==> src/hdl/glpg_pkg.sv <==
// shared types, constants and codes of the grid line position generator
package glpg_pkg;

  localparam int MAX_LINES  = 64;
  localparam int LINE_CNT_W = 6;
  localparam logic [LINE_CNT_W-1:0] LAST_LINE = LINE_CNT_W'(MAX_LINES - 1);

  localparam int CFG_IDX_W  = 3;
  localparam int CFG_DATA_W = 24;

  // restoring divider: 61-bit dividend, 46-bit divisor, one quotient bit a cycle
  localparam int DIV_NW    = 61;
  localparam int DIV_DW    = 46;
  localparam int DIV_CNT_W = 6;

  localparam logic [35:0] RES_MIN   = 36'd16384;
  localparam logic [35:0] RES_MAX   = 36'd65536000;
  localparam logic [17:0] FONT_MIN  = 18'd64;
  localparam logic [17:0] FONT_MAX  = 18'd256000;
  localparam logic [8:0]  MZP_MIN   = 9'd10;
  localparam logic [8:0]  MZP_MAX   = 9'd400;
  localparam logic [27:0] ZOOM_PCT  = 28'd100;
  localparam logic [53:0] VIS_MIN   = 54'h0_0001_0000_0000;

  localparam int EN_GRID = 0;
  localparam int EN_HORZ = 1;
  localparam int EN_VERT = 2;

  typedef enum logic [CFG_IDX_W-1:0] {
    REG_ENABLE_MASK  = 3'd0,
    REG_UNIT_IS_EM   = 3'd1,
    REG_HSTEP        = 3'd2,
    REG_VSTEP        = 3'd3,
    REG_FONT_SIZE    = 3'd4,
    REG_AXIS_OFFSET  = 3'd5,
    REG_MAJOR_EVERY  = 3'd6,
    REG_MIN_ZOOM     = 3'd7
  } cfg_reg_t;

  typedef enum logic [3:0] {
    ST_IDLE,
    ST_RESH,
    ST_RESV,
    ST_SCALE,
    ST_BASE,
    ST_CHECK,
    ST_DIV,
    ST_FIRST,
    ST_MOD,
    ST_ALIGN,
    ST_EMIT
  } state_t;

  typedef struct packed {
    logic               axis;
    logic [23:0]        viewport_extent;
    logic signed [31:0] scroll_offset;
    logic [19:0]        zoom;
    logic signed [31:0] grid_origin;
  } in_item_t;

  typedef struct packed {
    logic [23:0] position;
    logic        is_major;
    logic        last;
  } out_item_t;

  typedef struct packed {
    logic [2:0]         enable_mask;
    logic               unit_is_em;
    logic [17:0]        horizontal_step;
    logic [17:0]        vertical_step;
    logic [17:0]        font_size;
    logic signed [23:0] axis_offset;
    logic [7:0]         major_every;
    logic [8:0]         min_zoom_percent;
  } cfg_t;

  typedef struct packed {
    logic              start;
    logic [DIV_NW-1:0] dividend;
    logic [DIV_DW-1:0] divisor;
  } div_req_t;

  typedef struct packed {
    logic              done;
    logic [DIV_NW-1:0] quotient;
    logic [DIV_DW-1:0] remainder;
  } div_rsp_t;

endpackage

==> src/hdl/glpg_cfg.sv <==
// configuration register file with the static range checks
module glpg_cfg (
  input  logic                             clk,
  input  logic                             rst_n,
  input  logic                             cfg_we,
  input  logic [glpg_pkg::CFG_IDX_W-1:0]   cfg_index,
  input  logic [glpg_pkg::CFG_DATA_W-1:0]  cfg_wdata,
  output glpg_pkg::cfg_t                   cfg,
  output logic                             static_ok
);

  glpg_pkg::cfg_t cfg_r;
  glpg_pkg::cfg_t cfg_nxt;

  always_comb begin
    cfg_nxt = cfg_r;
    if (cfg_we) begin
      unique case (glpg_pkg::cfg_reg_t'(cfg_index))
        glpg_pkg::REG_ENABLE_MASK: cfg_nxt.enable_mask      = cfg_wdata[2:0];
        glpg_pkg::REG_UNIT_IS_EM:  cfg_nxt.unit_is_em       = cfg_wdata[0];
        glpg_pkg::REG_HSTEP:       cfg_nxt.horizontal_step  = cfg_wdata[17:0];
        glpg_pkg::REG_VSTEP:       cfg_nxt.vertical_step    = cfg_wdata[17:0];
        glpg_pkg::REG_FONT_SIZE:   cfg_nxt.font_size        = cfg_wdata[17:0];
        glpg_pkg::REG_AXIS_OFFSET: cfg_nxt.axis_offset      = $signed(cfg_wdata[23:0]);
        glpg_pkg::REG_MAJOR_EVERY: cfg_nxt.major_every      = cfg_wdata[7:0];
        glpg_pkg::REG_MIN_ZOOM:    cfg_nxt.min_zoom_percent = cfg_wdata[8:0];
        default: ;
      endcase
    end
  end

  always_ff @(posedge clk) begin
    if (!rst_n) begin
      cfg_r.enable_mask      <= 3'd0;
      cfg_r.unit_is_em       <= 1'b0;
      cfg_r.horizontal_step  <= 18'd6144;
      cfg_r.vertical_step    <= 18'd6144;
      cfg_r.font_size        <= 18'd4096;
      cfg_r.axis_offset      <= 24'sd0;
      cfg_r.major_every      <= 8'd4;
      cfg_r.min_zoom_percent <= 9'd50;
    end else begin
      cfg_r <= cfg_nxt;
    end
  end

  // resolved step ranges are checked by the sequencer, they need a multiply
  assign static_ok = (cfg_r.font_size >= glpg_pkg::FONT_MIN) &&
                     (cfg_r.font_size <= glpg_pkg::FONT_MAX) &&
                     (cfg_r.major_every != 8'd0) &&
                     (cfg_r.min_zoom_percent >= glpg_pkg::MZP_MIN) &&
                     (cfg_r.min_zoom_percent <= glpg_pkg::MZP_MAX);

  assign cfg = cfg_r;

endmodule

==> config.mk <==
export PLATFORM = sky130hd
export DESIGN_NAME = glpg_cfg
export DESIGN_NICKNAME = d
export VERILOG_FILES = /design/src/hdl/glpg_pkg.sv /design/src/hdl/glpg_cfg.sv
export SDC_FILE = /design/constraint.sdc
export NUM_CORES = 1
export LEC_CHECK = 0
export ABC_AREA = 1
export BUFFER_PORTS_ARGS = -buffer_cell sky130_fd_sc_hd__buf_2
export CORE_ASPECT_RATIO = 1.75
export CORE_MARGIN = 2
export CORE_UTILIZATION = 25
export CTS_BUF_LIST = sky130_fd_sc_hd__clkbuf_8 sky130_fd_sc_hd__clkbuf_16
export CTS_CLUSTER_DIAMETER = 50
export DETAILED_ROUTE_END_ITERATION = 8
export HOLD_SLACK_MARGIN = 0.02
export MAX_ROUTING_LAYER = met4
export PLACE_DENSITY = 0.43
export SLEW_MARGIN = 20
export SYNTH_ARGS = -nofsm -noshare
export SYNTH_HDL_FRONTEND = slang
export SYNTH_SLANG_ARGS = --single-unit
==> constraint.sdc <==
create_clock -name clk -period 1.1 [get_ports clk]
set_input_delay 0.11 -clock clk [delete_from_list [all_inputs] [get_ports clk]]
set_output_delay 0.11 -clock clk [all_outputs]
set_load 0.1 [all_outputs]
==> metrics.cfg, run 1 <==
[outcome]
outcome=finished, violations left
violations=negative setup slack

[synth]
seq_area_frac_synth_pct=54.2
syn_avg_cell_area_um2=7.54
yosysTopAreaCell=dfxtp_1
synth_top_area_share_pct=54.2
syn_area_um2=3660
ys_types=21
synth_nets=515
ys_warn_count=0
ys_ff_latch=99
syn-instance-count=485
synth.area.top_cells=dfxtp_1 54%, nor2_1 21%, o21ai_0 12%

[route]
first_pass_iters=4
wirelength_um=13200
avgViaCountPerCell=4.43
wl_per_cell_um=15.6
postRouteAntennaNets=0
vias=3740
drc=0
drt_iter0_drc=165

[critical_path]
crit_chain=nor2_2 -> nand3_1 -> nand2_1 -> nand3_2 -> nor2_4 -> buf_12
critPathArrivalTime_ps=1410
cpPeakStageDelay_ps=360
cp_max_fo=4
slowest_stage=dfxtp_4
path_class=flop to output port
required_ps=990
start_kind=flop
endpoint_kind=output port

[finish]
largest_reg_flops=99
drive_gt1_share_pct=46.7
area_growth_pct=92.8
fin_nets=689
final_util_pct=49.1
fin_cells=844
design_area_um2=7050
num-fill-cells=1329
n_antenna_cell=0

[pwr]
p_clk_share_pct=32.7
worst_ir_drop_vdd_mv=0.684
switching_share_pct=32.4
power.internal_uw=5920
seq_power_share_pct=43.5
cellLeakagePower_uw=0.00311
p_switching_uw=2830
p_per_area_nw_per_um2=1240
combPwrFrac_pct=23.9

[sta]
worstMarginPinSlew_ps=323
drv_slew=0
setup_violations=1
timing.final.crit_share_pct=139
holdWs_ps=68.8
rsz0062_at_grt=yes
min_period_ps=1520
fin_ws_ps=-424
max_freq_ghz=0.656
maxSlewHeadroom_pct=78.4
hold_viol_final=0
fin_skew_ps=0

[clock_network]
path_clk_slew_ps=70
clock-sinks=99
insertion_delay_ps=340
cts.path.max_buffers=2
cts-htree-levels=3
clockRootBuffer=clkbuf_16
cts_tree=yes
cts_inserted_buffers=9

[placed_design]
dp_hpwl_um=9810
place_congestion=0.776
dp.cells=821
portBuffers=129
place_ws_ps=-107
place_area_um2=6580

[floorplan]
die_x_um=95.4
rows=58
start_util_pct=25.4
core_area_um2=14400
die_h_um=164
die-area_um2=15600
io_pins=130

[global_routing]
gr-total-overflow=0
grt_pass1_wl_um=20200
antenna_found_initial=0
track_usage_pct=17.9
grt_pass1_vias=3605
grt_max_degree=59

[run]
cap_violations=0

[hold_path]
hp-class=input pin to flop

critical path, delay by kind of cell, from the launching register on:
kind | cells | cell delay (ps)
AND/OR/NAND/NOR | 5 | 520
flip-flops | 1 | 360
buffers and inverters | 1 | 180
through the flow:
stage                     power, uW  setup TNS, ps
final                          8750           -424
after global routing           9100           -671
after CTS                      8880           -527
after detailed placement       5930           -148
after global placement         5930           -123
after floorplan                5020           -378
path summary, 6_finish.rpt:
path	from	endpoint	slack (ps)	cells past startpoint
hold / removal	cfg_wdata[12]	cfg[89]$_SDFFE_PN1P_	70	3
setup / recovery	cfg[5]$_SDFFE_PN1P_	static_ok	-420	6
setup reg to reg	cfg[7]$_SDFFE_PN0P_	cfg[7]$_SDFFE_PN0P_	190	4
hold reg to reg	cfg[89]$_SDFFE_PN1P_	cfg[89]$_SDFFE_PN1P_	490	2
layout by cell type (no fill, tap or decap), types with 11 or more instances in the layout:
master,instances
nor2_1,199
o21ai_0,90
nand2_1,27
buf_12,106
buf_2,29
dfxtp_4,34
buf_6,34
dfxtp_2,65
nand3_1,11
power groups by stage:
stage	clock network, uW	logic [uW]	registers, uW
detailed placement	0	2060	3870
global placement	0	2060	3870
CTS	2970	2110	3800
finish	2860	2090	3800
global route	3110	2180	3810
floorplan	0	284	4730
per-layer routing:
metal / GRT usage [%] / share of wire [%]
met2: 33.0 / 57
met1: 19.1 / 37
met4: 6.10 / 1.3
met5: - / 0
met3: 2.89 / 4.0
kinds of logic (layout without fill, tap and decap cells):
logic type | Yosys count | after routing | share of synthesized area, %
compound gates | 96 | 96 | 13.1
simple gates | 254 | 254 | 28.1
buf+inv | 36 | 215 | 4.59
flops | 99 | 99 | 54.2
cells in the mapped netlist:
| master | n |
|---|---|
| buf_2 | 11 |
| inv_4 | 1 |
| nor3_1 | 1 |
| inv_2 | 5 |
| inv_1 | 8 |
| nor2_8 | 1 |
| a21oi_1 | 3 |
| nor2_4 | 3 |
| buf_6 | 2 |
| clkbuf_1 | 8 |
| nand4_1 | 2 |
| clkbuf_2 | 1 |
| o21ai_1 | 3 |
| nand3_1 | 12 |
| o21ai_0 | 90 |
| nor2_2 | 3 |
| nor2_1 | 202 |
| nand2_2 | 1 |
| and2_0 | 1 |
| nand2_1 | 28 |
| dfxtp_1 | 99 |
what timing repair did:
action,in CTS,in global routing
gates resized for setup,34,10
pin swaps,2,0
hold endpoints to repair,6,0
hold buffers,6,0
endpoints found under the setup margin,34,19
buffers inserted,3,8
layout make-up:
cell class              instances  area, um^2  share of cell area (%)
multi-input cells             350        1530                    21.7
well taps                     180         225                    3.19
inverters                      14        55.1                   0.781
repair buffers                185        2790                    39.5
clock buffers                   9         225                    3.19
flip-flops and latches         99        2190                    31.1
clock inverters                 7        37.5                   0.532
(Power assumes the default switching activity.)
==> run 2, diff against run 1 <==
--- a/config.mk
+++ b/config.mk
@@ -9,13 +9,13 @@
 export BUFFER_PORTS_ARGS = -buffer_cell sky130_fd_sc_hd__buf_2
 export CORE_ASPECT_RATIO = 1.75
 export CORE_MARGIN = 2
-export CORE_UTILIZATION = 25
+export CORE_UTILIZATION = 38
 export CTS_BUF_LIST = sky130_fd_sc_hd__clkbuf_8 sky130_fd_sc_hd__clkbuf_16
 export CTS_CLUSTER_DIAMETER = 50
 export DETAILED_ROUTE_END_ITERATION = 8
 export HOLD_SLACK_MARGIN = 0.02
 export MAX_ROUTING_LAYER = met4
-export PLACE_DENSITY = 0.43
+export PLACE_DENSITY = 0.61
 export SLEW_MARGIN = 20
 export SYNTH_ARGS = -nofsm -noshare
 export SYNTH_HDL_FRONTEND = slang
==> metrics.cfg, run 2 (synthesized netlist as in run 1, its figures left out) <==
[outcome]
outcome=finished, violations left
violations=negative setup slack

[finish]
drive_gt1_share_pct=47.2  ; +0.51 points
fin_nets=686  ; -0.44%
layout_common_cells=195 x nor2_1, 104 x buf_12, 90 x o21ai_0, 65 x dfxtp_2, 34 x dfxtp_4
largest_reg_flops=99  ; unchanged
mostFrequentLayoutCell=nor2_1
n_antenna_cell=0  ; unchanged
num-fill-cells=663  ; -50%
design_area_um2=6930  ; -1.7%
area_growth_pct=89.6
multi_input_area_um2=1550  ; +1.1%
final_util_pct=73.7  ; +25 points
seq_area_um2=2190  ; unchanged
fin_cells=783  ; -7.2%

[sta]
timing.final.crit_share_pct=139  ; +0.83 points
fin_ws_ps=-433  ; -9.10 ps
setup_violations=2  ; +1
maxSlewHeadroom_pct=79.3  ; +0.85 points
worstMarginPinSlew_ps=311  ; -12.8 ps
hold_viol_final=0  ; unchanged
rsz0062_at_grt=yes
min_period_ps=1530  ; +9.10 ps
max_freq_ghz=0.652  ; -0.59%
drv_slew=0  ; unchanged
fin_skew_ps=0  ; unchanged

[route]
drc=0  ; unchanged
wirelength_um=12600  ; -4.5%
first_pass_iters=4  ; unchanged
wl_per_cell_um=16.1  ; +2.9%
drt_iter0_drc=194  ; +18%
postRouteAntennaNets=0  ; unchanged
vias=3900  ; +4.3%
avgViaCountPerCell=4.98  ; +12%

[global_routing]
grt_pass1_vias=3948  ; +9.5%
gr-total-overflow=0  ; unchanged
grt_pass1_wl_um=19800  ; -2.0%
track_usage_pct=25.3  ; +7.4 points
grt_max_degree=54  ; -8.5%
antenna_found_initial=0  ; unchanged

[floorplan]
die_h_um=134  ; -18%
io_pins=130  ; unchanged
core_area_um2=9410  ; -35%
rows=47  ; -19%
start_util_pct=38.9  ; +13 points
die_x_um=78.1  ; -18%
die-area_um2=10500  ; -33%

[clock_network]
cts-htree-levels=3  ; unchanged
clockRootBuffer=clkbuf_16
insertion_delay_ps=340  ; about the same
clock-sinks=99  ; unchanged
cts_tree=yes
cts_inserted_buffers=9  ; unchanged
path_clk_slew_ps=60  ; about the same
cts.path.max_buffers=2  ; unchanged

[placed_design]
place_congestion=0.867  ; +12%
place_area_um2=6460  ; -1.8%
portBuffers=129  ; unchanged
dp.cells=760  ; -7.4%
dp_hpwl_um=9400  ; -4.1%

[critical_path]
reg2reg_to=cfg[41]$_SDFFE_PN0P_
slowest_stage=dfxtp_4
start_kind=flop
path_class=flop to output port
endpoint_kind=output port
cp_max_fo=2  ; -2
crit_chain=nor2_4 -> nand2_1 -> nor2_1 -> nand2_1 -> nand2_1 -> nand2_2 -> nor2_4 -> buf_12
crit_top_cell=nand2_1
regToRegStartpoint=cfg[41]$_SDFFE_PN0P_
cpPeakStageDelay_ps=350  ; about the same
required_ps=990  ; about the same
reg2reg_depth=3  ; -1
critPathArrivalTime_ps=1420  ; about the same
startpoint=cfg[51]$_SDFFE_PN0P_
ff2ff_setup_slack_ps=250  ; +60 ps

[pwr]
seq_power_share_pct=43.7  ; +0.2 points
power.internal_uw=5960  ; +0.76%
p_clk_share_pct=32.5  ; -0.2 points
worst_ir_drop_vdd_mv=1.04  ; +52%
cellLeakagePower_uw=0.00310  ; -0.39%
p_switching_uw=2750  ; -2.9%
switching_share_pct=31.6  ; -0.80 points
combPwrFrac_pct=23.8  ; about the same
p_per_area_nw_per_um2=1260  ; +1.3%

[run]
cap_violations=0  ; unchanged

[hold_path]
hp-class=input pin to flop
hp-start=cfg_wdata[17]
hold_end=cfg[76]$_SDFFE_PN0P_
hold_path_depth=3  ; unchanged

## run 2: cell count changes in the layout (fill, tap and decap cells not counted), sizes merged
cell / before / now
clkinv: 4 / 3
clkbuf: 9 / 10
buf: 179 / 176
clkinvlp: 1 / 0
inv: 16 / 17
## run 2: timing repair
item,CTS,global route
cloned,0,0
hold buffers,6,0
endpoints found under the setup margin,11,26
setup buffers,2,2
endpoints found under the hold margin,6,0
pin swaps,3,0
resized for setup,15,24
## run 2: stage by stage
| stage | TNS [ps] | power (uW) | hold WS [ps] | setup slack, ps |
|---|---|---|---|---|
| 6_report | -529 | 8710 | 57.4 | -433 |
| 4_1_cts | -465 | 8730 | 53.7 | -428 |
| 3_3_place_gp | -107 | 5880 | 332 | -107 |
| 2_1_floorplan | -378 | 5020 | 232 | -378 |
| 5_1_grt | -671 | 8990 | 61.8 | -490 |
| 3_5_place_dp | -140 | 5910 | 339 | -124 |
## run 2: worst max path at each step
stage | end | slack (ps)
final | static_ok | -430
after global placement | static_ok | -110
after global routing | static_ok | -490
after detailed placement | static_ok | -120
after CTS | static_ok | -430
after floorplan | static_ok | -380
## run 2: power by group through the flow
stage          sequential (uW)  clock, uW  combinational, uW
6_report                  3810       2830               2080
3_5_place_dp              3870          0               2030
5_1_grt                   3820       3010               2150
3_3_place_gp              3870          0               2010
2_1_floorplan             4730          0                284
4_1_cts                   3800       2870               2060
## run 2: worst max-delay path: cells and delay by family (launching register included)
| kind | cells | cell delay, ps |
|---|---|---|
| buffers and inverters | 1 | 180 |
| AND/OR/NAND/NOR | 7 | 550 |
| flip-flops | 1 | 350 |
## run 2: area by class of cell
| cell class | count | share of cell area, % |
|---|---|---|
| repair buffers | 182 | 39.2 |
| flip-flops and latches | 99 | 31.6 |
| multi-input cells | 350 | 22.3 |
| clock buffers | 10 | 3.45 |
| well taps | 122 | 2.20 |
| inverters | 14 | 0.794 |
| clock inverters | 6 | 0.379 |
## run 2: layer usage
layer  part of all wire (%)  GRT usage, %
met1                     33          23.9
met2                     57          47.2
met3                    5.2          4.00
met4                    4.4          14.6
met5                      0             -
==> run 3, diff against run 2 <==
--- a/config.mk
+++ b/config.mk
@@ -16,6 +16,7 @@
 export HOLD_SLACK_MARGIN = 0.02
 export MAX_ROUTING_LAYER = met4
 export PLACE_DENSITY = 0.61
+export RECOVER_POWER = 100
 export SLEW_MARGIN = 20
 export SYNTH_ARGS = -nofsm -noshare
 export SYNTH_HDL_FRONTEND = slang
==> metrics.cfg, run 3 (synthesized netlist as in run 1, its figures left out) <==
[route]
avgViaCountPerCell=4.91  ; -1.4%
drc=0  ; unchanged
postRouteAntennaNets=0  ; unchanged
first_pass_iters=4  ; unchanged
wirelength_um=12700  ; +0.55%
drt_iter0_drc=208  ; +7.2%
vias=3845  ; -1.4%
wl_per_cell_um=16.2  ; +0.55%

[critical_path]
critPathArrivalTime_ps=1420  ; about the same
path_buf_inv=1  ; unchanged
regToRegStartpoint=cfg[41]$_SDFFE_PN0P_
critical_path_cell_count=8  ; unchanged
critical_path.endpoint=static_ok
path_class=flop to output port
startpoint=cfg[51]$_SDFFE_PN0P_
cp_max_fo=2  ; unchanged
ff2ff_setup_slack_ps=250  ; about the same
reg2reg_to=cfg[41]$_SDFFE_PN0P_
crit_chain=nor2_4 -> nand2_1 -> nor2_1 -> nand2_1 -> nand2_1 -> nand2_2 -> nor2_4 -> buf_12
slowest_stage=dfxtp_4
required_ps=990  ; about the same
start_kind=flop
critPathTopFamily=simple AND/OR/NAND/NOR gates
crit_top_cell=nand2_1
reg2reg_depth=3  ; unchanged
cpPeakStageDelay_ps=350  ; about the same
endpoint_kind=output port

[global_routing]
grt_max_degree=54  ; unchanged
gr-total-overflow=0  ; unchanged
grt_pass1_wl_um=19800  ; unchanged
grt_pass1_vias=3948  ; unchanged
antenna_found_initial=0  ; unchanged
track_usage_pct=25.3  ; unchanged

[placed_design]
place_ws_ps=-124  ; unchanged
place_area_um2=6460  ; unchanged
portBuffers=129  ; unchanged
dp.cells=760  ; unchanged
place_congestion=0.867  ; unchanged
dp_hpwl_um=9400  ; unchanged

[finish]
num-fill-cells=833  ; +26%
largest_reg_flops=99  ; unchanged
drive_gt1_share_pct=43.4  ; -3.8 points
fin_cells=783  ; unchanged
final_util_pct=66.2  ; -7.5 points
layout_common_cells=201 x nor2_1, 96 x buf_6, 90 x o21ai_0, 63 x dfxtp_2, 36 x buf_12
area_growth_pct=70.4
design_area_um2=6230  ; -10%
fin_nets=686  ; unchanged
mostFrequentLayoutCell=nor2_1
n_antenna_cell=0  ; unchanged

[sta]
worstMarginPinSlew_ps=493  ; +182 ps
min_period_ps=1530  ; -0.188 ps
rsz0062_at_grt=yes
maxSlewHeadroom_pct=67.2  ; -12 points
fin_skew_ps=0  ; unchanged
fin_ws_ps=-433  ; +0.188 ps
max_freq_ghz=0.652  ; about the same
drv_slew=0  ; unchanged
setup_violations=6  ; +4
hold_viol_final=0  ; unchanged
timing.final.crit_share_pct=139  ; about the same

[floorplan]
die_x_um=78.1  ; unchanged
die_h_um=134  ; unchanged
die-area_um2=10500  ; unchanged
rows=47  ; unchanged
core_area_um2=9410  ; unchanged
io_pins=130  ; unchanged
start_util_pct=38.9  ; unchanged

[outcome]
violations=negative setup slack
outcome=finished, violations left

[clock_network]
path_clk_slew_ps=60  ; about the same
cts.path.max_buffers=2  ; unchanged
cts-htree-levels=3  ; unchanged
insertion_delay_ps=330  ; about the same
clock-sinks=99  ; unchanged
cts_inserted_buffers=9  ; unchanged
clockRootBuffer=clkbuf_16
cts_tree=yes

[pwr]
p_per_area_nw_per_um2=1370  ; +8.7%
cellLeakagePower_uw=0.00291  ; -6.3%
worst_ir_drop_vdd_mv=1.02  ; -1.8%
p_total_uw=8510  ; -2.3%

[hold_path]
hold_path_depth=3  ; unchanged
hp-class=input pin to flop

[run]
cap_violations=0  ; unchanged

[run 3: stage by stage]
| stage | setup TNS [ps] | hold slack [ps] |
|---|---|---|
| 3_5_place_dp | -140 | 339 |
| 2_1_floorplan | -378 | 232 |
| 3_3_place_gp | -107 | 332 |
| 6_report | -709 | 62.2 |
| 5_1_grt | -4210 | 61.8 |
| 4_1_cts | -465 | 53.7 |
[run 3: what timing repair did]
action | CTS | global route
pin swaps | 3 | 0
resized for setup | 15 | 24
hold buffers | 6 | 0
buffers inserted | 2 | 2
endpoints found under the hold margin | 6 | 0
endpoints found under the setup margin | 11 | 26
[run 3: area by class of cell]
type	instances	area, um^2	area share [%]
sequential	99	2150	34.5
timing repair buffer	182	2110	33.9
multi-input combinational	350	1500	24.1
clock buffer	10	239	3.84
tap	122	153	2.45
inverter	14	52.6	0.844
clock inverter	6	26.3	0.422
[run 3: where the power goes]
part | switching (uW) | total [uW] | internal (uW)
logic | 1340 | 1900 | 561
clock network | 1260 | 2820 | 1560
registers | 101 | 3790 | 3690
[run 3: worst min-delay path by stage]
stage / from / end / slack [ps]
3_5_place_dp: cfg_wdata[21] / cfg[38]$_SDFFE_PN0P_ / 340
6_report: cfg_wdata[17] / cfg[76]$_SDFFE_PN0P_ / 60
5_1_grt: cfg_wdata[11] / cfg[70]$_SDFFE_PN1P_ / 60
3_3_place_gp: cfg_wdata[20] / cfg[37]$_SDFFE_PN0P_ / 330
4_1_cts: cfg_wdata[17] / cfg[76]$_SDFFE_PN0P_ / 50
2_1_floorplan: cfg_wdata[4] / cfg[4]$_SDFFE_PN1P_ / 230
[run 3: metal layers]
layer / track usage, % / share of wire (%)
met2: 47.2 / 57
met1: 23.9 / 35
met3: 4.00 / 5.0
met4: 14.6 / 3.3
met5: - / 0
[run 3: tightest hold or removal path, stage by stage]
cell	delay, ps
buf_2	120
nor2_1	50
nor2_1	80
