## src/hdl/glpg_pkg.sv

```systemverilog
// shared types, constants and codes of the grid line position generator
package glpg_pkg;

  localparam int MAX_LINES  = 64;
  localparam int LINE_CNT_W = 6;
  localparam logic [LINE_CNT_W-1:0] LAST_LINE = LINE_CNT_W'(MAX_LINES - 1);

  localparam int CFG_IDX_W  = 3;
  localparam int CFG_DATA_W = 24;

  // restoring divider: 61-bit dividend, 46-bit divisor, one quotient bit a cycle
  localparam int DIV_NW    = 61;
  localparam int DIV_DW    = 46;
  localparam int DIV_CNT_W = 6;

  localparam logic [35:0] RES_MIN   = 36'd16384;
  localparam logic [35:0] RES_MAX   = 36'd65536000;
  localparam logic [17:0] FONT_MIN  = 18'd64;
  localparam logic [17:0] FONT_MAX  = 18'd256000;
  localparam logic [8:0]  MZP_MIN   = 9'd10;
  localparam logic [8:0]  MZP_MAX   = 9'd400;
  localparam logic [27:0] ZOOM_PCT  = 28'd100;
  localparam logic [53:0] VIS_MIN   = 54'h0_0001_0000_0000;

  localparam int EN_GRID = 0;
  localparam int EN_HORZ = 1;
  localparam int EN_VERT = 2;

  typedef enum logic [CFG_IDX_W-1:0] {
    REG_ENABLE_MASK  = 3'd0,
    REG_UNIT_IS_EM   = 3'd1,
    REG_HSTEP        = 3'd2,
    REG_VSTEP        = 3'd3,
    REG_FONT_SIZE    = 3'd4,
    REG_AXIS_OFFSET  = 3'd5,
    REG_MAJOR_EVERY  = 3'd6,
    REG_MIN_ZOOM     = 3'd7
  } cfg_reg_t;

  typedef enum logic [3:0] {
    ST_IDLE,
    ST_RESH,
    ST_RESV,
    ST_SCALE,
    ST_BASE,
    ST_CHECK,
    ST_DIV,
    ST_FIRST,
    ST_MOD,
    ST_ALIGN,
    ST_EMIT
  } state_t;

  typedef struct packed {
    logic               axis;
    logic [23:0]        viewport_extent;
    logic signed [31:0] scroll_offset;
    logic [19:0]        zoom;
    logic signed [31:0] grid_origin;
  } in_item_t;

  typedef struct packed {
    logic [23:0] position;
    logic        is_major;
    logic        last;
  } out_item_t;

  typedef struct packed {
    logic [2:0]         enable_mask;
    logic               unit_is_em;
    logic [17:0]        horizontal_step;
    logic [17:0]        vertical_step;
    logic [17:0]        font_size;
    logic signed [23:0] axis_offset;
    logic [7:0]         major_every;
    logic [8:0]         min_zoom_percent;
  } cfg_t;

  typedef struct packed {
    logic              start;
    logic [DIV_NW-1:0] dividend;
    logic [DIV_DW-1:0] divisor;
  } div_req_t;

  typedef struct packed {
    logic              done;
    logic [DIV_NW-1:0] quotient;
    logic [DIV_DW-1:0] remainder;
  } div_rsp_t;

endpackage

```

## src/hdl/glpg_div.sv

```systemverilog
// shared restoring divider, one quotient bit per cycle
module glpg_div (
  input  logic               clk,
  input  logic               rst_n,
  input  glpg_pkg::div_req_t req,
  output glpg_pkg::div_rsp_t rsp
);

  logic                             busy_r, busy_nxt;
  logic                             done_r, done_nxt;
  logic [glpg_pkg::DIV_CNT_W-1:0]   cnt_r, cnt_nxt;
  logic [glpg_pkg::DIV_NW-1:0]      quo_r, quo_nxt;
  logic [glpg_pkg::DIV_DW-1:0]      rem_r, rem_nxt;
  logic [glpg_pkg::DIV_DW-1:0]      dvs_r, dvs_nxt;
  logic [glpg_pkg::DIV_DW:0]        trial;
  logic [glpg_pkg::DIV_DW:0]        diff;
  logic                             ge;

  always_comb begin
    trial    = {rem_r, quo_r[glpg_pkg::DIV_NW-1]};
    diff     = trial - {1'b0, dvs_r};
    ge       = trial >= {1'b0, dvs_r};
    busy_nxt = busy_r;
    done_nxt = 1'b0;
    cnt_nxt  = cnt_r;
    quo_nxt  = quo_r;
    rem_nxt  = rem_r;
    dvs_nxt  = dvs_r;
    if (req.start) begin
      busy_nxt = 1'b1;
      cnt_nxt  = glpg_pkg::DIV_CNT_W'(glpg_pkg::DIV_NW - 1);
      quo_nxt  = req.dividend;
      rem_nxt  = '0;
      dvs_nxt  = req.divisor;
    end else if (busy_r) begin
      // partial remainder stays below the divisor, so the top bit drops out
      rem_nxt = ge ? diff[glpg_pkg::DIV_DW-1:0] : trial[glpg_pkg::DIV_DW-1:0];
      quo_nxt = {quo_r[glpg_pkg::DIV_NW-2:0], ge};
      cnt_nxt = cnt_r - 1'b1;
      if (cnt_r == '0) begin
        busy_nxt = 1'b0;
        done_nxt = 1'b1;
      end
    end
  end

  always_ff @(posedge clk) begin
    if (!rst_n) begin
      busy_r <= 1'b0;
      done_r <= 1'b0;
      cnt_r  <= '0;
    end else begin
      busy_r <= busy_nxt;
      done_r <= done_nxt;
      cnt_r  <= cnt_nxt;
    end
  end

  always_ff @(posedge clk) begin
    quo_r <= quo_nxt;
    rem_r <= rem_nxt;
    dvs_r <= dvs_nxt;
  end

  assign rsp.done      = done_r;
  assign rsp.quotient  = quo_r;
  assign rsp.remainder = rem_r;

endmodule

```

## config.mk

```make
export PLATFORM = sky130hd
export DESIGN_NAME = glpg_div
export DESIGN_NICKNAME = d
export VERILOG_FILES = /design/src/hdl/glpg_pkg.sv /design/src/hdl/glpg_div.sv
export SDC_FILE = /design/constraint.sdc
export NUM_CORES = 1
export LEC_CHECK = 0
export BUFFER_PORTS_ARGS = -buffer_cell sky130_fd_sc_hd__buf_2
export CORE_MARGIN = 2
export CORE_UTILIZATION = 55
export CTS_CLUSTER_DIAMETER = 150
export CTS_CLUSTER_SIZE = 14
export DETAILED_ROUTE_END_ITERATION = 12
export PLACE_DENSITY = 0.8
export SYNTH_ARGS = -nofsm -noshare
export SYNTH_HDL_FRONTEND = slang
export SYNTH_SLANG_ARGS = --single-unit
```

## constraint.sdc

```tcl
create_clock -name clk -period 4.2 [get_ports clk]
set_clock_uncertainty 0.15 [all_clocks]
set_input_delay 0.42 -clock clk [delete_from_list [all_inputs] [get_ports clk]]
set_output_delay 0.42 -clock clk [all_outputs]
set_load 0.005 [all_outputs]
```

==> results of run 1 <==
-- area by class of cell --
cell class / instances / area share (%)
Inverter: 69 / 2.22
Multi-Input combinational cell: 667 / 40.2
Clock inverter: 15 / 1.59
Clock buffer: 17 / 3.65
Tap cell: 225 / 2.41
Sequential cell: 161 / 36.8
Timing Repair Buffer: 262 / 13.1
-- logic make-up after synthesis --
family                   count (synthesis)  share of synthesized area [%]
flip-flops                             161                           45.3
AO/OA/AOI/OAI                          230                           17.6
XOR/XNOR                                36                           3.33
adder cells (fa/ha/maj)                 49                           6.54
buffers and inverters                  116                           5.26
AND/OR/NAND/NOR                        289                           14.6
multiplexers                            63                           7.45
-- power by group through the flow --
stage / clock network (mW) / logic [mW] / registers [mW]
after CTS: 1.63 / 1.05 / 1.96
after global routing: 1.69 / 1.16 / 1.98
after global placement: 0 / 0.994 / 1.98
after detailed placement: 0 / 1.01 / 1.99
final: 1.60 / 1.05 / 1.96
after floorplan: 0 / 0.706 / 1.97
-- cells in the mapped netlist (all sizes together) (28+ instances only) --
| cell | number | area share [%] |
|---|---|---|
| a21o | 28 | 2.2 |
| a21oi | 56 | 3.0 |
| a311oi | 36 | 4.1 |
| clkbuf | 32 | 1.3 |
| dfxtp | 54 | 11 |
| edfxtp | 107 | 34 |
| ha | 48 | 6.3 |
| inv | 69 | 2.7 |
| mux2 | 61 | 7.2 |
| nand2 | 103 | 4.4 |
| nand3 | 29 | 1.5 |
| nor2 | 75 | 3.0 |
| o21ai | 36 | 2.0 |
-- layout by cell type (no fill, tap or decap), drive strengths merged, types with 10 or more instances in the layout --
master,synthesis,routed
nand2,103,103
inv,69,78
ha,48,48
edfxtp,107,107
a21o,28,28
clkbuf,32,17
a21oi,56,56
buf,15,224
o21a,10,10
dfxtp,54,54
or3,10,10
nor3,17,17
nor2,75,75
mux2,61,61
xnor2,27,27
a311oi,36,36
dlygate4sd3,0,38
o21ai,36,36
nand3,29,29
nand4,10,10
a211oi,15,15
-- final timing paths --
path	cells past startpoint	start	slack [ns]	endpoint
max	13	quo_r[60]	0.56	rem_r[44]
max reg2reg	13	quo_r[60]	0.56	rem_r[44]
min	1	req[26]	0.01	dvs_r[26]
min reg2reg	2	cnt_r[1]	0.35	cnt_r[1]
-- timing repair --
item	CTS	global route
hold buffers	38	0
hold endpoints to repair	38	0
gates resized for setup	0	0
-- metal layers --
layer	part of all wire, %	global-route usage (%)
met2	49	46.5
met5	0	0
met1	41	33.0
met4	2.0	9.03
met3	7.4	6.85
-- flip-flops by register name (all words and copies together) (netlist names) --
signal	count
rem_r	46
done_r	1
quo_r	61
busy_r	1
dvs_r	46
cnt_r	6
-- critical path: cells and delay by family, from the launching register on --
family,cells,cell delay (ns)
AO/OA/AOI/OAI,5,1.14
AND/OR/NAND/NOR,4,1.03
adder cells (fa/ha/maj),2,0.59
flip-flops,1,0.43
buffers and inverters,2,0.14
==> metrics.md, run 1 <==
| Metric | Value |
|---|---|
| Ordered cell list for the critical path | inv_1, ha_1, inv_1, fa_1, a211oi_1, nor3_1, o31ai_1, and4_1, a311o_1, a211oi_1, or4_1, a21oi_1, nor4_1 |
| GR Overflow Total | 0 |
| Yosys cell types | 73 |
| PD cells | 396 mW/mm^2 |
| Critical Path AT | 3.79 ns |
| Storage cell area | 0.00430 sq mm |
| Avg Synthesized Cell Area | 10.0 sq um |
| Post-DP HPWL | 17.4 mm |
| First-pass GRT wire length | 38.8 mm |
| Yosys warns | 0 |
| Die Area | 0.0183 sq mm |
| CTS tree | built |
| Post-Syn Area | 0.00948 sq mm |
| CP Class | register to register |
| Post-synthesis sequential area ratio | 45.3% |
| Max Slew Vio Count | 0 |
| Max-cap viol count | 0 |
| Internal | 3.18 mW |
| Max-slew headroom | 39.4% |
| DP Cell Count | 1,346 |
| Via Count | 8,127 |
| Crit. End Element | register |
| Detailed Route WL | 24.5 mm |
| Largest net degree at the start of global routing | 69 |
| Rows | 48 |
| Outcome | finished clean |
| Clock share of power | 34.8% |
| VDD IR max | 0.315 mV |
| Critical Path Start Type | register |
| Via/cell ratio | 5.74 |
| Die X | 135 microns |
| EDFF count, synth | 107 |
| Hold Fails Final Rpt | 0 |
| Area of the multi-input gates | 0.00469 sq mm |
| Setup slack at placement | 0.607 ns |
| Deepest clock path buffer count | 2 |
| LEAKAGE | 5.05 nW |
| Reg clk slew, reported paths | 0.07 ns |
| HP Class | input pin to register |
| Peak Freq | 275 MHz |
| Root Buffer | clkbuf_16 |
| Minimum period implied by the final worst setup slack | 3.64 ns |
| CP max-delay cell | or4_1 |
| Ys async rst share | 0% |
| Switching part of the total | 31.0% |
| Antenna-violating nets left | 0 |
| CTS buffer count | 17 |
| Post-layout util | 68.4% |
| 1st-iter DRT viols | 634 |
| Initial antenna violation count | 0 |
| RePlAce Congestion | 0.904 |
| Seq pwr share | 42.4% |
| Area delta synth->final | 23.0% |
| Yosys reg bits | 161 |
| Syn nets | 1,103 |
| DRC Markers | 0 |
| Final net count | 1,337 |
| # setup viols final | 0 |
| Placed inst area | 0.0107 sq mm |
| Initial core utilization | 55.6% |
| Synth Flop Type | edfxtp_1 |
| RSZ-0062 raised after global routing | false |
| Fin worst setup slack | 0.558 ns |
| TNS Setup | 0 ns |
| WP data required | 4.35 ns |
| Clk_lat worst skew | 0.45 ns |
| # H-tree levels | 4 |
| NetSw | 1.43 mW |
| All-Layer GR Usage | 26.9% |
| Worst Tran Pin Value | 0.909 ns |
| I/O pin total | 218 |
| CP max FO | 4 |
| Vias in the first global route | 7,809 |
| Final hold slack | 0.0145 ns |
| Wire per inst | 17.3 microns |
| # fillers | 1,333 |
| Chip Height | 135 microns |
| Largest stage delay, worst path | 0.48 ns |
| Gate count of the mapped netlist | 944 |
| Drt pass-1 iters | 5 |
| Ant diodes | 0 |
| Sink Count | 161 |
| Total power | 4.61 mW |
| Logic pwr share | 22.8% |
| Setup bufs post-CTS | 0 |
| Final cycle utilization of the critical path | 86.7% |
| Core ar. | 0.0171 sq mm |
| Layout cell share with drive strength beyond 1 | 30.0% |
| IO buf count | 217 |
| Non-filler cells, final | 1,416 |
| Non-Filler Cell Area, Final | 0.0117 sq mm |
(Power assumes the default switching activity.)
==> run 2: changes to the inputs <==
Settings changed: CORE_ASPECT_RATIO from default to 0.6, RECOVER_POWER from default to 100.
==> metrics.md, run 2 (same netlist as run 1, synthesis figures left out) <==
| Metric | Value |
|---|---|
| Ordered cell list for the critical path | ha_1, nor2_1, a211oi_1, o31a_1, o21ai_2, a211o_1, a211oi_1, nor3_1, or3b_1, a311oi_1 |
| Non-filler cells, final | 1,407 (-0.64%) |
| R2R Setup Slk | 0.31 ns (-0.25 ns) |
| DRC Markers | 0 (unchanged) |
| GR Util met3 | 7.40% (+0.55 points) |
| Minimum period implied by the final worst setup slack | 3.89 ns (+0.252 ns) |
| Root Buffer | clkbuf_16 |
| Most frequent cells in the layout | 170 x buf_2, 107 x edfxtp_1, 92 x nand2_1 |
| RR Startpoint | rem_r[1] |
| Chip Height | 106 microns (-22%) |
| Initial antenna violation count | 0 (unchanged) |
| Max-cap viol count | 1 (+1) |
| RePlAce Congestion | 0.941 (+4.1%) |
| GR peak layer | met1 |
| Rows | 37 (-23%) |
| IO buf count | 217 (unchanged) |
| # H-tree levels | 4 (unchanged) |
| Critical Path AT | 4.06 ns (+0.27 ns) |
| Layout cell share with drive strength beyond 1 | 25.7% (-4.3 points) |
| Critical path origin | rem_r[1] |
| GR Overflow Total | 0 (unchanged) |
| CTS tree | built |
| TNS Setup | 0 ns (unchanged) |
| Core ar. | 0.0170 sq mm (-0.39%) |
| Hold Fails Final Rpt | 0 (unchanged) |
| Setup slack at placement | 0.569 ns (-0.0386 ns) |
| Initial core utilization | 55.8% (+0.22 points) |
| Post-CTS Hold Buffers | 10 (-74%) |
| Post-cts sizing count | 0 (unchanged) |
| # setup viols final | 0 (unchanged) |
| Deepest clock path buffer count | 2 (unchanged) |
| HP Class | input pin to register |
| Area delta synth->final | 19.6% |
| Biggest regs | quo_r (61), dvs_r (46), rem_r (46) |
| Final cycle utilization of the critical path | 92.7% (+6.0 points) |
| Critical path capture point | rem_r[37] |
| Outcome | finished with violations |
| Register name with the most flops | quo_r |
| Reg clk slew, reported paths | 0.06 ns (about the same) |
| PD cells | 404 mW/mm^2 (+2.0%) |
| Setup bufs post-CTS | 0 (unchanged) |
| WP data required | 4.36 ns (about the same) |
| Largest stage delay, worst path | 0.83 ns (+0.35 ns) |
| Detailed Route WL | 25.1 mm (+2.6%) |
| Sink Count | 161 (unchanged) |
| CP most frequent cell | a211oi_1 |
| Flip-flop count of the largest register after layout | 61 (unchanged) |
| Crit. End Element | register |
| Worst Tran Pin Value | 2.37 ns (+1.46 ns) |
| Die Area | 0.0183 sq mm (+0.19%) |
| First-pass GRT wire length | 39.6 mm (+2.1%) |
| Final net count | 1,318 (-1.4%) |
| CP Class | register to register |
| Wire per inst | 17.9 microns (+3.3%) |
| Drt pass-1 iters | 6 (+1) |
| Max Slew Vio Count | 45 (+45) |
| Antenna-violating nets left | 0 (unchanged) |
| CP max FO | 6 (+2) |
| Via Count | 8,125 (-0.025%) |
| Register-to-Register Path Depth | 10 (-3) |
| Critical Path Start Type | register |
| Post-DP HPWL | 18.3 mm (+5.5%) |
| Largest net degree at the start of global routing | 56 (-19%) |
| Vias in the first global route | 7,360 (-5.7%) |
| Clk_lat worst skew | 0.43 ns (-0.02 ns) |
| Most common cell after layout, fill and taps aside | buf_2 |
| CTS buffer count | 17 (unchanged) |
| Fin worst setup slack | 0.306 ns (-0.252 ns) |
| Via/cell ratio | 5.77 (+0.61%) |
| Die X | 174 microns (+28%) |
| Final hold slack | 0.0126 ns (-0.00188 ns) |
| LEAKAGE | 4.77 nW (-5.5%) |
| GRT met2 Usage | 36.2% (-10 points) |
| RSZ-0062 raised after global routing | false |
| Reg2reg end | rem_r[37] |
| CP max-delay cell | a211oi_1 |
| VDD IR max | 0.333 mV (+5.8%) |
| All-Layer GR Usage | 27.3% (+0.36 points) |
| I/O pin total | 218 (unchanged) |
| Max-slew headroom | -58.0% (-97 points) |
| Violated checks | max-capacitance violations, max-slew violations |
| 1st-iter DRT viols | 934 (+47%) |
| DP Cell Count | 1,361 (+1.1%) |
| Grt met1 use | 44.1% (+11 points) |
| Peak Freq | 257 MHz (-6.5%) |
==> run 2: changes by cell type in the layout (fill, tap and decap cells not counted), sizes merged <==
cell	delta
buf	-44
bufinv	+1
clkbuf	+54
clkinv	-2
clkinvlp	+5
diode	+1
dlygate4sd3	-25
inv	-8
==> run 2: metal layers <==
metal	up-vias	routed length [microns]
met2	382	9780
met3	10	2570
met4	0	109
li1	3892	-
met1	3841	12700
met5	-	0
==> run 2: area by class of cell <==
cell class	instances	area, sq um
well taps	234	293
flip-flops and latches	161	4300
clock inverters	11	131
repair buffers	243	1250
diodes	1	2.50
clock buffers	21	460
multi-input cells	667	4660
inverters	69	259
fillers	1426	5650
==> run 2: worst min path at each step <==
stage              start   endpoint  cells past startpoint
2_1_floorplan   cnt_r[1]   cnt_r[1]                      2
3_3_place_gp   rem_r[27]  rem_r[27]                      2
3_5_place_dp   rem_r[18]  rem_r[18]                      2
4_1_cts           req[8]   dvs_r[8]                      1
5_1_grt          req[37]  dvs_r[37]                      1
6_report          req[8]   dvs_r[8]                      1
==> run 2: power by group <==
part           switching (mW)  internal, mW  total (mW)
clock                   0.657         0.911        1.57
combinational           0.615         0.448        1.06
sequential             0.0928          1.85        1.95
total                    1.37          3.21        4.58
==> run 2: stage by stage <==
| step | utilization [%] | instance area, sq um | power [mW] |
|---|---|---|---|
| after floorplan | - | 9480 | 2.68 |
| after global placement | 63.1 | 10700 | 3.00 |
| after detailed placement | 63.1 | 10700 | 3.02 |
| after CTS | 67.2 | 11400 | 4.60 |
| after global routing | 66.8 | 11300 | 4.79 |
| final | 66.8 | 11300 | 4.58 |
==> run 2: critical path: cells and delay by family, from the launching register on <==
kind	cells	cell delay, ns
and+or+nand+nor	3	0.55
AOI/OAI and AO/OA	6	2.33
adders and majority gates	1	0.41
DFF	1	0.34
==> run 3: changes to the inputs <==
Settings changed: CELL_PAD_IN_SITES_DETAIL_PLACEMENT from default to 2, CELL_PAD_IN_SITES_GLOBAL_PLACEMENT from default to 2, CORE_UTILIZATION 55 to 34.
==> metrics.md, run 3 (same netlist as run 1, synthesis figures left out) <==
| Metric | Value |
|---|---|
| WHS Path Cells | 1 (unchanged) |
| WP data required | 4.38 ns (+0.02 ns) |
| Register name with the most flops | quo_r |
| All-Layer GR Usage | 23.5% (-3.8 points) |
| HP Class | input pin to register |
| CP max-delay cell | a311oi_2 |
| VDD IR max | 0.248 mV (-25%) |
| Wire per inst | 21.5 microns (+20%) |
| TNS Setup | 0 ns (unchanged) |
| Initial antenna violation count | 0 (unchanged) |
| Minimum period implied by the final worst setup slack | 3.78 ns (-0.111 ns) |
| CTS buffer count | 17 (unchanged) |
| PD cells | 401 mW/mm^2 (-0.69%) |
| Critical Path AT | 3.96 ns (-0.10 ns) |
| Reg2reg end | rem_r[35] |
| RR Startpoint | rem_r[15] |
| Reg clk slew, reported paths | 0.07 ns (about the same) |
| Register-to-Register Path Depth | 11 (+1) |
| Root Buffer | clkbuf_16 |
| Hold endpoint | dvs_r[41] |
| Placed inst area | 0.0109 sq mm (+1.4%) |
| Area delta synth->final | 23.3% |
| Setup slack at placement | 0.480 ns (-0.0888 ns) |
| First-pass GRT wire length | 52.8 mm (+33%) |
| Hold Fails Final Rpt | 0 (unchanged) |
| Post-layout util | 42.5% (-24 points) |
| Ordered cell list for the critical path | ha_1, a211oi_1, nor2_1, o41ai_2, o21a_1, o21ai_2, a311oi_2, nor2_2, clkbuf_2, and3_1, o31a_1 |
| Chip Height | 133 microns (+26%) |
| Ant diodes | 0 (-1) |
| Antenna-violating nets left | 0 (unchanged) |
| CTS tree | built |
| Outcome | finished with violations |
| Via Count | 8,309 (+2.3%) |
| Fin worst setup slack | 0.417 ns (+0.111 ns) |
| IO buf count | 217 (unchanged) |
| Core ar. | 0.0275 sq mm (+62%) |
| Non-Filler Cell Area, Final | 0.0117 sq mm (+3.1%) |
| Final net count | 1,341 (+1.7%) |
| Via/cell ratio | 5.32 (-7.9%) |
| Vias in the first global route | 9,018 (+23%) |
| LEAKAGE | 4.76 nW (-0.20%) |
| Peak Freq | 264 MHz (+2.9%) |
| Biggest regs | quo_r (61), dvs_r (46), rem_r (46) |
| Rows | 47 (+27%) |
| Layout cell share with drive strength beyond 1 | 21.3% (-4.3 points) |
| Die X | 220 microns (+27%) |
| Initial core utilization | 34.5% (-21 points) |
| Critical Path Start Type | register |
| Source of the worst hold timing path | req[41] |
| Final cycle utilization of the critical path | 90.1% (-2.6 points) |
| # H-tree levels | 4 (unchanged) |
| Most common cell after layout, fill and taps aside | buf_2 |
| Drt pass-1 iters | 5 (-1) |
| RePlAce Congestion | 0.820 (-13%) |
| Post-DP HPWL | 25.2 mm (+38%) |
| R2R Setup Slk | 0.42 ns (+0.11 ns) |
| Most frequent cells in the layout | 127 x buf_2, 107 x edfxtp_1, 92 x nand2_1 |
| Violated checks | max-capacitance violations, max-slew violations |
| Largest stage delay, worst path | 0.50 ns (-0.33 ns) |
| Setup bufs post-CTS | 0 (unchanged) |
| GR Overflow Total | 0 (unchanged) |
| Die Area | 0.0293 sq mm (+60%) |
| Worst Tran Pin Value | 2.10 ns (-0.269 ns) |
| DRC Markers | 0 (unchanged) |
| Flip-flop count of the largest register after layout | 61 (unchanged) |
| Clk_lat worst skew | 0.45 ns (+0.02 ns) |
| CP Class | register to register |
| Max Slew Vio Count | 194 (+330%) |
| Max-slew headroom | -40.0% (+18 points) |
| Max-cap viol count | 3 (+2) |
| Deepest clock path buffer count | 2 (unchanged) |
| # setup viols final | 0 (unchanged) |
| Crit. End Element | register |
| RSZ-0062 raised after global routing | false |
| Detailed Route WL | 33.6 mm (+34%) |
| 1st-iter DRT viols | 520 (-44%) |
| CP max FO | 14 (+8) |
| Sink Count | 161 (unchanged) |
| I/O pin total | 218 (unchanged) |
| Total power | 4.69 mW (+2.4%) |
| Largest net degree at the start of global routing | 92 (+64%) |
[run 3: changes by cell type in the layout (fill, tap and decap cells not counted), sizes merged]
cell	previous run	this run
inv	70	75
clkinvlp	6	1
buf	180	130
clkbuf	71	115
diode	1	0
dlygate4sd3	13	40
clkinv	2	4
[run 3: how the worst max path moves through the flow]
stage               from        end  slack [ns]
3_3_place_gp   quo_r[60]  rem_r[44]        0.65
4_1_cts         rem_r[1]  rem_r[43]        0.44
6_report       rem_r[15]  rem_r[35]        0.42
2_1_floorplan  rem_r[37]   quo_r[0]        0.96
5_1_grt         rem_r[1]  rem_r[43]        0.12
3_5_place_dp   quo_r[60]  rem_r[32]        0.48
[run 3: repair_timing]
item | 4_1_cts | 5_1_grt
hold buffers | 40 | 0
resized for setup | 0 | 0
hold endpoints to repair | 40 | 0
[run 3: report_power, final]
group | internal, mW | total (mW) | switching [mW]
clock | 0.889 | 1.60 | 0.710
combinational | 0.456 | 1.13 | 0.675
sequential | 1.86 | 1.96 | 0.0999
[run 3: cell type report]
type                    count  area [sq um]
well taps                 367           459
multi-input cells         667          4660
fillers                  3047         15800
inverters                  69           259
repair buffers            266          1440
clock buffers              19           433
clock inverters            13           150
flip-flops and latches    161          4290
[run 3: routing by layer]
| metal | up-vias | share of wire [%] | track usage, % |
|---|---|---|---|
| met5 | - | 0 | 0 |
| met4 | 0 | 1.7 | 6.45 |
| met3 | 38 | 4.0 | 4.86 |
| met2 | 145 | 45 | 36.1 |
| met1 | 4183 | 49 | 33.5 |
| li1 | 3943 | - | - |
[run 3: worst max-delay path, delay by kind of cell, from the launching register on]
family	cells	cell delay, ns
buffers and inverters	1	0.34
flip-flops	1	0.35
adder cells (fa/ha/maj)	1	0.42
AND/OR/NAND/NOR	3	0.50
AO/OA/AOI/OAI	6	1.89
[run 3: per-stage QoR]
step	std cells	hold slack, ns
floorplan	944	0.318
global placement	1490	0.334
detailed placement	1490	0.359
CTS	1562	0.000771
global route	1562	0.00537
finish	1562	0.0179
